<file path="src/rtl/core/index_run_sequence_encoder_assert.svh">
// Assertion macros for the index run sequence encoder.
// Used by the top level; expects signals named clk and rst in scope.
`ifndef INDEX_RUN_SEQUENCE_ENCODER_ASSERT_SVH
`define INDEX_RUN_SEQUENCE_ENCODER_ASSERT_SVH

// Consequent must hold in the same cycle as the antecedent.
`define IRSE_ASSERT_NOW(name, ante, cons, msg) \
  name: assert property (@(posedge clk) disable iff (rst) (ante) |-> (cons)) \
    else $error(msg);

// Consequent must hold in the cycle after the antecedent.
`define IRSE_ASSERT_NEXT(name, ante, cons, msg) \
  name: assert property (@(posedge clk) disable iff (rst) (ante) |=> (cons)) \
    else $error(msg);

`endif

</file>
<file path="src/rtl/core/irse_pkg.sv">
// Shared constants, types and helper functions of the index run sequence encoder.
// No dependencies; imported by every module of the block.
package irse_pkg;

  localparam int INDEX_BITS   = 16;
  localparam int FILE_INDEX_W = 16;
  localparam int VAL_BITS     = INDEX_BITS + 1;
  localparam int GROUP_BITS   = 3;
  localparam int NUM_GROUPS   = (VAL_BITS + GROUP_BITS - 1) / GROUP_BITS;
  localparam int PAD_BITS     = NUM_GROUPS * GROUP_BITS;
  localparam int GRP_W        = (NUM_GROUPS > 1) ? $clog2(NUM_GROUPS) : 1;
  localparam int NUM_SLOTS    = 3;
  localparam int NIBBLE_W     = GROUP_BITS + 1;
  localparam int OUT_DATA_W   = 8;
  localparam int QUEUE_DEPTH  = 2;
  localparam int QPTR_W       = (QUEUE_DEPTH > 1) ? $clog2(QUEUE_DEPTH) : 1;
  localparam int QCNT_W       = $clog2(QUEUE_DEPTH + 1);

  localparam logic CMD_ADD    = 1'b0;
  localparam logic CMD_FINISH = 1'b1;

  typedef logic [VAL_BITS-1:0] val_t;
  typedef logic [GRP_W-1:0]    grp_t;
  typedef logic [1:0]          slot_t;

  localparam slot_t SLOT_LEN   = 2'd0;
  localparam slot_t SLOT_GAP   = 2'd1;
  localparam slot_t SLOT_INDEX = 2'd2;
  localparam slot_t SLOT_PAD   = 2'd3;

  // One queued job: up to three values to send, plus the finish marker.
  typedef struct packed {
    logic                                finish;
    logic [NUM_SLOTS-1:0]                val_ok;
    logic [NUM_SLOTS-1:0][VAL_BITS-1:0]  val;
  } job_t;

  typedef struct packed {
    logic head_valid;
    logic full;
  } q_stat_t;

  // Index of the most significant nonzero 3-bit group; zero for a zero value.
  function automatic grp_t top_group(input val_t v);
    logic [PAD_BITS-1:0] p;
    grp_t                top;
    p   = PAD_BITS'(v);
    top = '0;
    for (int g = 0; g < NUM_GROUPS; g++) begin
      if (p[g*GROUP_BITS +: GROUP_BITS] != '0) top = GRP_W'(g);
    end
    return top;
  endfunction

  function automatic logic [GROUP_BITS-1:0] group_of(input val_t v, input grp_t g);
    logic [PAD_BITS-1:0] p;
    p = PAD_BITS'(v);
    return p[g*GROUP_BITS +: GROUP_BITS];
  endfunction

endpackage

</file>
<file path="src/rtl/core/irse_front.sv">
// Front end: accepts index and finish transfers, tracks the open run and
// builds the jobs for the back end. Depends on irse_pkg.
module irse_front import irse_pkg::*; (
  input  logic                    clk,
  input  logic                    rst,
  input  logic                    s_tvalid,
  output logic                    s_tready,
  input  logic                    s_tuser,
  input  logic [FILE_INDEX_W-1:0] s_tdata,
  input  q_stat_t                 q_stat,
  output logic                    push,
  output job_t                    push_job,
  output logic                    run_open
);

  logic [INDEX_BITS-1:0] run_first;
  logic [INDEX_BITS-1:0] run_latest;
  logic [INDEX_BITS-1:0] idx;
  val_t                  idx_ext;
  val_t                  next_pos;
  val_t                  run_len;
  logic                  accept;
  logic                  extend;
  logic                  forward;

  assign s_tready = !q_stat.full;
  assign accept   = s_tvalid && s_tready;
  assign idx      = INDEX_BITS'(s_tdata);
  assign idx_ext  = VAL_BITS'(idx);
  // Position just past the open run; it does not wrap at the top index.
  assign next_pos = run_open ? (VAL_BITS'(run_latest) + VAL_BITS'(1)) : '0;
  assign run_len  = VAL_BITS'(run_latest) - VAL_BITS'(run_first) + VAL_BITS'(1);
  assign extend   = (idx_ext == next_pos);
  assign forward  = run_open && (idx_ext > next_pos);

  always_comb begin
    push_job        = '0;
    push_job.val[0] = run_len;
    push_job.val_ok = {1'b0, 1'b0, run_open};
    if (s_tuser == CMD_FINISH) begin
      push_job.finish = 1'b1;
    end else begin
      push_job.val[1]    = forward ? (idx_ext - next_pos) : '0;
      push_job.val[2]    = idx_ext;
      push_job.val_ok[1] = 1'b1;
      push_job.val_ok[2] = !forward;
    end
  end

  assign push = accept && ((s_tuser == CMD_FINISH) || !extend);

  always_ff @(posedge clk) begin
    if (rst) begin
      run_open   <= 1'b0;
      run_first  <= '0;
      run_latest <= '0;
    end else if (accept) begin
      if (s_tuser == CMD_FINISH) begin
        run_open   <= 1'b0;
        run_first  <= '0;
        run_latest <= '0;
      end else begin
        run_open   <= 1'b1;
        run_latest <= idx;
        if (!(extend && run_open)) run_first <= idx;
      end
    end
  end

endmodule

</file>
<file path="src/rtl/core/irse_queue.sv">
// Short job queue between the front end and the back end.
// Depends on irse_pkg for the job type and depth.
module irse_queue import irse_pkg::*; (
  input  logic    clk,
  input  logic    rst,
  input  logic    push,
  input  job_t    push_job,
  input  logic    pop,
  output job_t    head_job,
  output q_stat_t stat
);

  job_t              entries [QUEUE_DEPTH];
  logic [QPTR_W-1:0] wr_ptr;
  logic [QPTR_W-1:0] rd_ptr;
  logic [QCNT_W-1:0] count;

  function automatic logic [QPTR_W-1:0] bump(input logic [QPTR_W-1:0] p);
    return (p == QPTR_W'(QUEUE_DEPTH - 1)) ? '0 : p + QPTR_W'(1);
  endfunction

  assign head_job        = entries[rd_ptr];
  assign stat.head_valid = (count != '0);
  assign stat.full       = (count == QCNT_W'(QUEUE_DEPTH));

  always_ff @(posedge clk) begin
    if (push) entries[wr_ptr] <= push_job;
  end

  always_ff @(posedge clk) begin
    if (rst) begin
      wr_ptr <= '0;
      rd_ptr <= '0;
      count  <= '0;
    end else begin
      if (push) wr_ptr <= bump(wr_ptr);
      if (pop)  rd_ptr <= bump(rd_ptr);
      if (push && !pop)      count <= count + QCNT_W'(1);
      else if (pop && !push) count <= count - QCNT_W'(1);
    end
  end

endmodule

</file>
<file path="src/rtl/core/irse_back.sv">
// Back end: walks the slots of the head job and sends each value as 3-bit
// groups, most significant first, then any due padding nibble. Depends on irse_pkg.
module irse_back import irse_pkg::*; (
  input  logic                  clk,
  input  logic                  rst,
  input  job_t                  head_job,
  input  q_stat_t               q_stat,
  output logic                  pop,
  output logic                  m_tvalid,
  input  logic                  m_tready,
  output logic [OUT_DATA_W-1:0] m_tdata,
  output logic                  m_tlast
);

  typedef enum logic [1:0] {
    ST_SELECT = 2'b01,
    ST_EMIT   = 2'b10
  } state_t;

  state_t                state;
  state_t                state_next;
  slot_t                 slot;
  slot_t                 slot_next;
  grp_t                  grp;
  grp_t                  grp_next;
  logic                  parity;
  logic                  parity_next;
  logic                  out_valid;
  logic [NIBBLE_W-1:0]   out_nibble;
  logic                  out_last;
  logic                  can_load;
  logic                  load;
  logic [NIBBLE_W-1:0]   load_nibble;
  logic                  load_last;
  val_t                  cur;
  logic                  cur_ok;
  logic                  later_ok;

  assign can_load = !out_valid || m_tready;

  always_comb begin
    case (slot)
      SLOT_LEN: begin
        cur      = head_job.val[0];
        cur_ok   = head_job.val_ok[0];
        later_ok = |head_job.val_ok[2:1];
      end
      SLOT_GAP: begin
        cur      = head_job.val[1];
        cur_ok   = head_job.val_ok[1];
        later_ok = head_job.val_ok[2];
      end
      SLOT_INDEX: begin
        cur      = head_job.val[2];
        cur_ok   = head_job.val_ok[2];
        later_ok = 1'b0;
      end
      default: begin
        cur      = '0;
        cur_ok   = 1'b0;
        later_ok = 1'b0;
      end
    endcase
  end

  always_comb begin
    state_next  = state;
    slot_next   = slot;
    grp_next    = grp;
    parity_next = parity;
    pop         = 1'b0;
    load        = 1'b0;
    load_nibble = '0;
    load_last   = 1'b0;
    unique case (state)
      ST_SELECT: begin
        if (q_stat.head_valid) begin
          if (slot != SLOT_PAD) begin
            if (cur_ok) begin
              grp_next   = top_group(cur);
              state_next = ST_EMIT;
            end else begin
              slot_next = slot_t'(slot + 2'd1);
            end
          end else if (head_job.finish && parity) begin
            // Odd nibble count at finish: one zero nibble closes the byte.
            if (can_load) begin
              load        = 1'b1;
              load_last   = 1'b1;
              pop         = 1'b1;
              parity_next = 1'b0;
              slot_next   = SLOT_LEN;
            end
          end else begin
            pop       = 1'b1;
            slot_next = SLOT_LEN;
            if (head_job.finish) parity_next = 1'b0;
          end
        end
      end
      ST_EMIT: begin
        if (can_load) begin
          load        = 1'b1;
          parity_next = ~parity;
          load_nibble = {grp != '0, group_of(cur, grp)};
          if (grp == '0) begin
            // Last group of this value; the job ends here unless another
            // value follows or a padding nibble is still due.
            load_last  = !later_ok && !(head_job.finish && !parity);
            slot_next  = slot_t'(slot + 2'd1);
            state_next = ST_SELECT;
          end else begin
            grp_next = grp - GRP_W'(1);
          end
        end
      end
      default: state_next = ST_SELECT;
    endcase
  end

  always_ff @(posedge clk) begin
    if (rst) begin
      state     <= ST_SELECT;
      slot      <= SLOT_LEN;
      grp       <= '0;
      parity    <= 1'b0;
      out_valid <= 1'b0;
    end else begin
      state  <= state_next;
      slot   <= slot_next;
      grp    <= grp_next;
      parity <= parity_next;
      if (load)          out_valid <= 1'b1;
      else if (m_tready) out_valid <= 1'b0;
    end
  end

  always_ff @(posedge clk) begin
    if (load) begin
      out_nibble <= load_nibble;
      out_last   <= load_last;
    end
  end

  assign m_tvalid = out_valid;
  assign m_tdata  = OUT_DATA_W'(out_nibble);
  assign m_tlast  = out_last;

endmodule

</file>
<file path="src/rtl/core/index_run_sequence_encoder.sv">
// Top level of the index run sequence encoder: front end, job queue, back end.
// Depends on irse_pkg, irse_front, irse_queue, irse_back and the assertion header.
//
//   Channel  Direction  Payload
//   s_*      in         tuser: command; tdata: file_index
//   m_*      out        tdata: nibble; tlast: last_of_run
//
// A transfer that only extends the open run leaves no job behind. Any
// other transfer becomes one job; the back end sends each value nibble
// in its emit state and steps through the job's slots in its select
// state, and the padding nibble, when due, goes out at the last slot step.
// The two-entry job queue lets the front end keep accepting transfers
// while the back end works; s_tready drops only when the queue is full.
// Reset is synchronous and active high and needs no clearing pass.
`include "index_run_sequence_encoder_assert.svh"

module index_run_sequence_encoder import irse_pkg::*; (
  input  logic                    clk,
  input  logic                    rst,
  input  logic                    s_tvalid,
  output logic                    s_tready,
  input  logic                    s_tuser,   // [0] command
  input  logic [FILE_INDEX_W-1:0] s_tdata,   // [15:0] file_index
  output logic                    m_tvalid,
  input  logic                    m_tready,
  output logic [OUT_DATA_W-1:0]   m_tdata,   // [3:0] nibble, [7:4] zero
  output logic                    m_tlast
);

  // Jobs travel from the front end through the queue to the back end.
  logic    q_push;
  job_t    q_push_job;
  logic    q_pop;
  job_t    q_head_job;
  q_stat_t q_stat;
  logic    run_open;

  irse_front u_front (
    .clk      (clk),
    .rst      (rst),
    .s_tvalid (s_tvalid),
    .s_tready (s_tready),
    .s_tuser  (s_tuser),
    .s_tdata  (s_tdata),
    .q_stat   (q_stat),
    .push     (q_push),
    .push_job (q_push_job),
    .run_open (run_open)
  );

  irse_queue u_queue (
    .clk      (clk),
    .rst      (rst),
    .push     (q_push),
    .push_job (q_push_job),
    .pop      (q_pop),
    .head_job (q_head_job),
    .stat     (q_stat)
  );

  // The back end holds the result in an output register, so a stalled
  // sink does not stop the front end from taking further transfers until the job queue is full.
  irse_back u_back (
    .clk      (clk),
    .rst      (rst),
    .head_job (q_head_job),
    .q_stat   (q_stat),
    .pop      (q_pop),
    .m_tvalid (m_tvalid),
    .m_tready (m_tready),
    .m_tdata  (m_tdata),
    .m_tlast  (m_tlast)
  );

  // A finish transfer always leaves the front end with no open run.
  `IRSE_ASSERT_NEXT(a_finish_closes_run, s_tvalid && s_tready && s_tuser == CMD_FINISH, !run_open, "run still open after finish")
  // The back end retires a job only when one is waiting.
  `IRSE_ASSERT_NOW(a_pop_has_head, q_pop, q_stat.head_valid, "job queue popped while empty")
  // The front end never writes into a full queue.
  `IRSE_ASSERT_NOW(a_no_push_full, q_push, !q_stat.full, "job queue written while full")

endmodule
</file>
<file path="config.mk">
export PLATFORM = sky130hd
export DESIGN_NAME = index_run_sequence_encoder
export DESIGN_NICKNAME = d
export VERILOG_FILES = /design/src/rtl/core/irse_pkg.sv /design/src/rtl/core/irse_front.sv /design/src/rtl/core/irse_queue.sv /design/src/rtl/core/irse_back.sv /design/src/rtl/core/index_run_sequence_encoder.sv
export VERILOG_INCLUDE_DIRS = /design/src /design/src/rtl/core
export SDC_FILE = /design/constraint.sdc
export NUM_CORES = 1
export LEC_CHECK = 0
export CAP_MARGIN = 10
export CORE_MARGIN = 3
export CORE_UTILIZATION = 30
export CTS_BUF_LIST = sky130_fd_sc_hd__clkbuf_4 sky130_fd_sc_hd__clkbuf_8
export DETAILED_ROUTE_END_ITERATION = 8
export DONT_BUFFER_PORTS = 1
export MAX_ROUTING_LAYER = met4
export PLACE_DENSITY = 0.42
export SLEW_MARGIN = 20
export SYNTH_ARGS = -nofsm -noshare
export SYNTH_HDL_FRONTEND = slang
export SYNTH_SLANG_ARGS = --single-unit
</file>
<file path="constraint.sdc">
create_clock -name clk -period 5.7 [get_ports clk]
set_input_delay 0.57 -clock clk [delete_from_list [all_inputs] [get_ports clk]]
set_output_delay 0.57 -clock clk [all_outputs]
set_load 0.03 [all_outputs]
</file>
==> results.md <==
- Result of the run: complete, no violations
- Adder-cell share of the synthesized area: 8.85%
- Post-synth EDFFs: 113
- Clock transition at path regs: 0.10 ns
- Inserted Clock Buffers: 17
- Final-layout fill cell count: 2,853
- Clk root buf: clkbuf_8
- # Max-Cap Violations: 0
- IR drop worst, VDD: 0.117 mV
- Total negative slack: 0 ns
- Final hold viol count: 0
- Die width: between 150 and 200 um
- Part of the cycle the worst path needs: 74.4%
- Tightest Hold Check Type: in2reg
- Required time of the critical path: 5.84 ns
- FF-to-FF End: u_queue.entries[1][7]
- Most frequent standard cell in the layout excluding fill and tap cells: edfxtp_1
- Post-CTS Resized: 0
- Number of buffers added to fix hold violations after cts: 0
- Area used by sequential logic in the layout: 4330 um2
- # IOs: 32
- Combined area of the multi-input logic cells: approximately 3800 um2
- Worst Setup End Kind: flop
- Crit. Startpoint: u_front.run_latest[0]
- Bufs on Longest Clock Path: 2
- Detailed placer's ending HPWL: 15,600 um
- Transition time at the pin with the least slew margin: 1.04 ns
- Site row count: 61
- Post-CTS Setup Repair Bufs: 0
- WS Path Type: reg2reg
- Dominant combinational cell family by area after synthesis: compound AO/OA/AOI/OAI gates
- Share of the synthesized netlist area taken by xor and xnor gates: 4.01%
- Commonest non-fill, non-tap cells in the layout: edfxtp_1, nand2_1, nor2_1, ha_1, a21oi_1
- Count of cell types in the netlist: 66
- Via/cell ratio: 5.03
- Routed length per instance: 18.5 um
- R2R cell count: 14
- DRC marker count from the first detailed-route iteration: 466
- Fraction of layout cells with a size suffix above 1: 7.49%
- First-pass iteration count of the detailed router: 7
- Critical path peak fanout: 39
- Number of vias in the routed layout: 5,869
- Static power due to leakage: 3.34 nW
- Number of clock sinks seen by CTS: 160
- Post-synthesis sequential area ratio: roughly 50%
- Max Clock Skew: 0.0237 ns
- Worst slew margin: between 30% and 40%
- Final estimated routing congestion in global placement: 0.803
- Placed cell count: 1,134
- Cell Pwr Density: 366 nW/um2
- CP Launch Type: flop
- Share of synthesized registers carrying an async set or reset: 0%
- Post-synthesis mux area share: under 10%
- CTS tree: yes
- Total DRC errors in the routed layout: 0
- Signed area change from the synthesized netlist to the final layout: 8.96%
- Setup repair after global routing missed its margin: false
- Arrival time at the worst endpoint: about 4.4 ns
- Cell area after technology mapping: about 8500 um2
- First-pass GRT wire length: approximately 34,000 um
- Average footprint of a synthesized cell: 10.9 um2
- Number of pins with negative max-slew slack in the final report: 0
- Mapped Cells: approximately 780
- Number of antenna violations at the first check in global routing: 0
- Final setup violation count: 0
- Total wire length after detailed routing: about 22,000 um
- Max Clk Rate: 236 MHz
- Capturing instance or port of the critical path: u_queue.entries[1][7]
- Insertion delay to the later sink of the worst-skew pair: 0.46 ns
- Total global routing track utilization: between 10% and 20%
- Die height: 174 um
- Overall die area: 30,400 um2
- Initial Utilization: 30.6%
- Main flop type after synthesis: edfxtp_1
- Minimum setup slack among reg-to-reg paths: 1.46 ns
- Maximum level of the CTS H-tree: 4
- Core footprint: approximately 28,000 um2
- Beginning of the worst register-to-register path: u_front.run_latest[0]
- Simple-Gate Fraction of Synth Area: 13.3%
- Post-route antenna net violation count: 0
- Largest net degree at the start of global routing: 48
- Nets: 855
- Synthesized-area fraction occupied by ao, oa, aoi and oai cells: ~14%
- IO Port Bufs: 0
- Post-layout min period: 4.24 ns
- Diodes inserted: 0
- Number of flip-flops and latches in the synthesized netlist: 160
- Number of standard cells in the final layout excluding fillers: 1,166
- Number of warning messages in the yosys log: 0
- Number of global-route vias before repair: 5,813
- Overall overflow remaining after global route: 0
- Overall power after layout: 3.40 mW
==> per-layer routing <==
metal	share of wire [%]	up-vias	wire [um]	track usage (%)
met5	0	-	0	-
met4	1.3	0	286	3.72
met3	4.5	17	975	3.04
met2	45	119	9740	22.6
met1	49	2857	10600	20.5
li1	-	2876	-	-
==> cells in the mapped netlist (all sizes together), types with 8 or more instances <==
| library cell | instances | share of area (%) |
|---|---|---|
| a211oi | 12 | 1.1 |
| a21o | 8 | 0.71 |
| a21oi | 49 | 2.9 |
| a222oi | 30 | 3.5 |
| buf | 17 | 1.3 |
| clkbuf | 21 | 0.93 |
| dfxtp | 47 | 11 |
| edfxtp | 113 | 40 |
| ha | 57 | 8.4 |
| inv | 47 | 2.1 |
| mux2i | 32 | 3.8 |
| nand2 | 69 | 3.0 |
| nand3 | 19 | 1.1 |
| nor2 | 67 | 3.0 |
| nor2b | 27 | 2.0 |
| nor3 | 13 | 0.76 |
| o21ai | 20 | 1.2 |
| xnor2 | 21 | 2.2 |
| xor2 | 18 | 1.9 |
==> final cells by class <==
type | count | area share (%)
Clock buffer | 17 | 2.52
Multi-Input combinational cell | 542 | 41.4
Clock inverter | 15 | 1.79
Timing Repair Buffer | 7 | 0.566
Tap cell | 378 | 5.10
Inverter | 47 | 1.90
Sequential cell | 160 | 46.7
==> worst min path at each step <==
| stage | depth (start not counted) | startpoint | endpoint |
|---|---|---|---|
| finish | 1 | rst | u_back.m_tvalid |
| CTS | 1 | rst | u_back.m_tvalid |
| floorplan | 0 | u_front.run_open | u_queue.entries[0][50] |
| global route | 1 | rst | u_back.slot[0] |
| detailed placement | 2 | u_front.run_first[4] | u_front.run_first[4] |
| global placement | 2 | u_front.run_first[12] | u_front.run_first[12] |
==> kinds of logic after synthesis <==
| kind of cell | after synthesis |
|---|---|
| buffers and inverters | 85 |
| AO/OA/AOI/OAI | 168 |
| AND/OR/NAND/NOR | 236 |
| XOR/XNOR | 39 |
| other | 1 |
| flip-flops | 160 |
| adder cells (fa/ha/maj) | 59 |
| multiplexers | 36 |
==> flip-flops by register name, indices dropped and copies added, names as in the netlist, named ones only <==
register	count
u_queue.entries	108
u_front.run_first	16
u_front.run_latest	16
u_back.out_nibble	4
u_back.grp	3
u_back.slot	2
u_back.state	2
u_queue.count	2
u_back.m_tlast	1
u_back.m_tvalid	1
u_back.parity	1
u_front.run_open	1
u_queue.rd_ptr	1
u_queue.wr_ptr	1
==> power breakdown <==
part / internal, mW / switching (mW) / leakage, nW
sequential: 1.43 / 0.0794 / 1.45
combinational: 0.387 / 0.673 / 1.69
clock: 0.331 / 0.496 / 0.200
total: 2.15 / 1.25 / 3.34
==> worst max-delay path, stage by stage, from the launching register on <==
cell and delay (ns):
dfxtp_1 0.42, ha_1 0.26, nand3_1 0.10, nor2_1 0.32, and3_2 0.24, xor2_1 0.14, nand2_1 0.07, ha_1 0.42
nand4_1 0.19, nor2_1 0.25, nand3_1 0.13, a211oi_1 0.45, nor2_1 0.16, and2_2 0.40, buf_4 0.34
==> metrics by stage <==
stage	util, %	hold WS [ns]	setup WS [ns]	cell area, um2
CTS	33.3	0.146	1.39	9280
global route	33.3	0.135	1.01	9280
finish	33.3	0.169	1.46	9280
global placement	31.9	0.474	1.44	8880
detailed placement	31.9	0.478	1.45	8880
floorplan	-	0.427	1.10	8530
(Power assumes the default switching activity.)
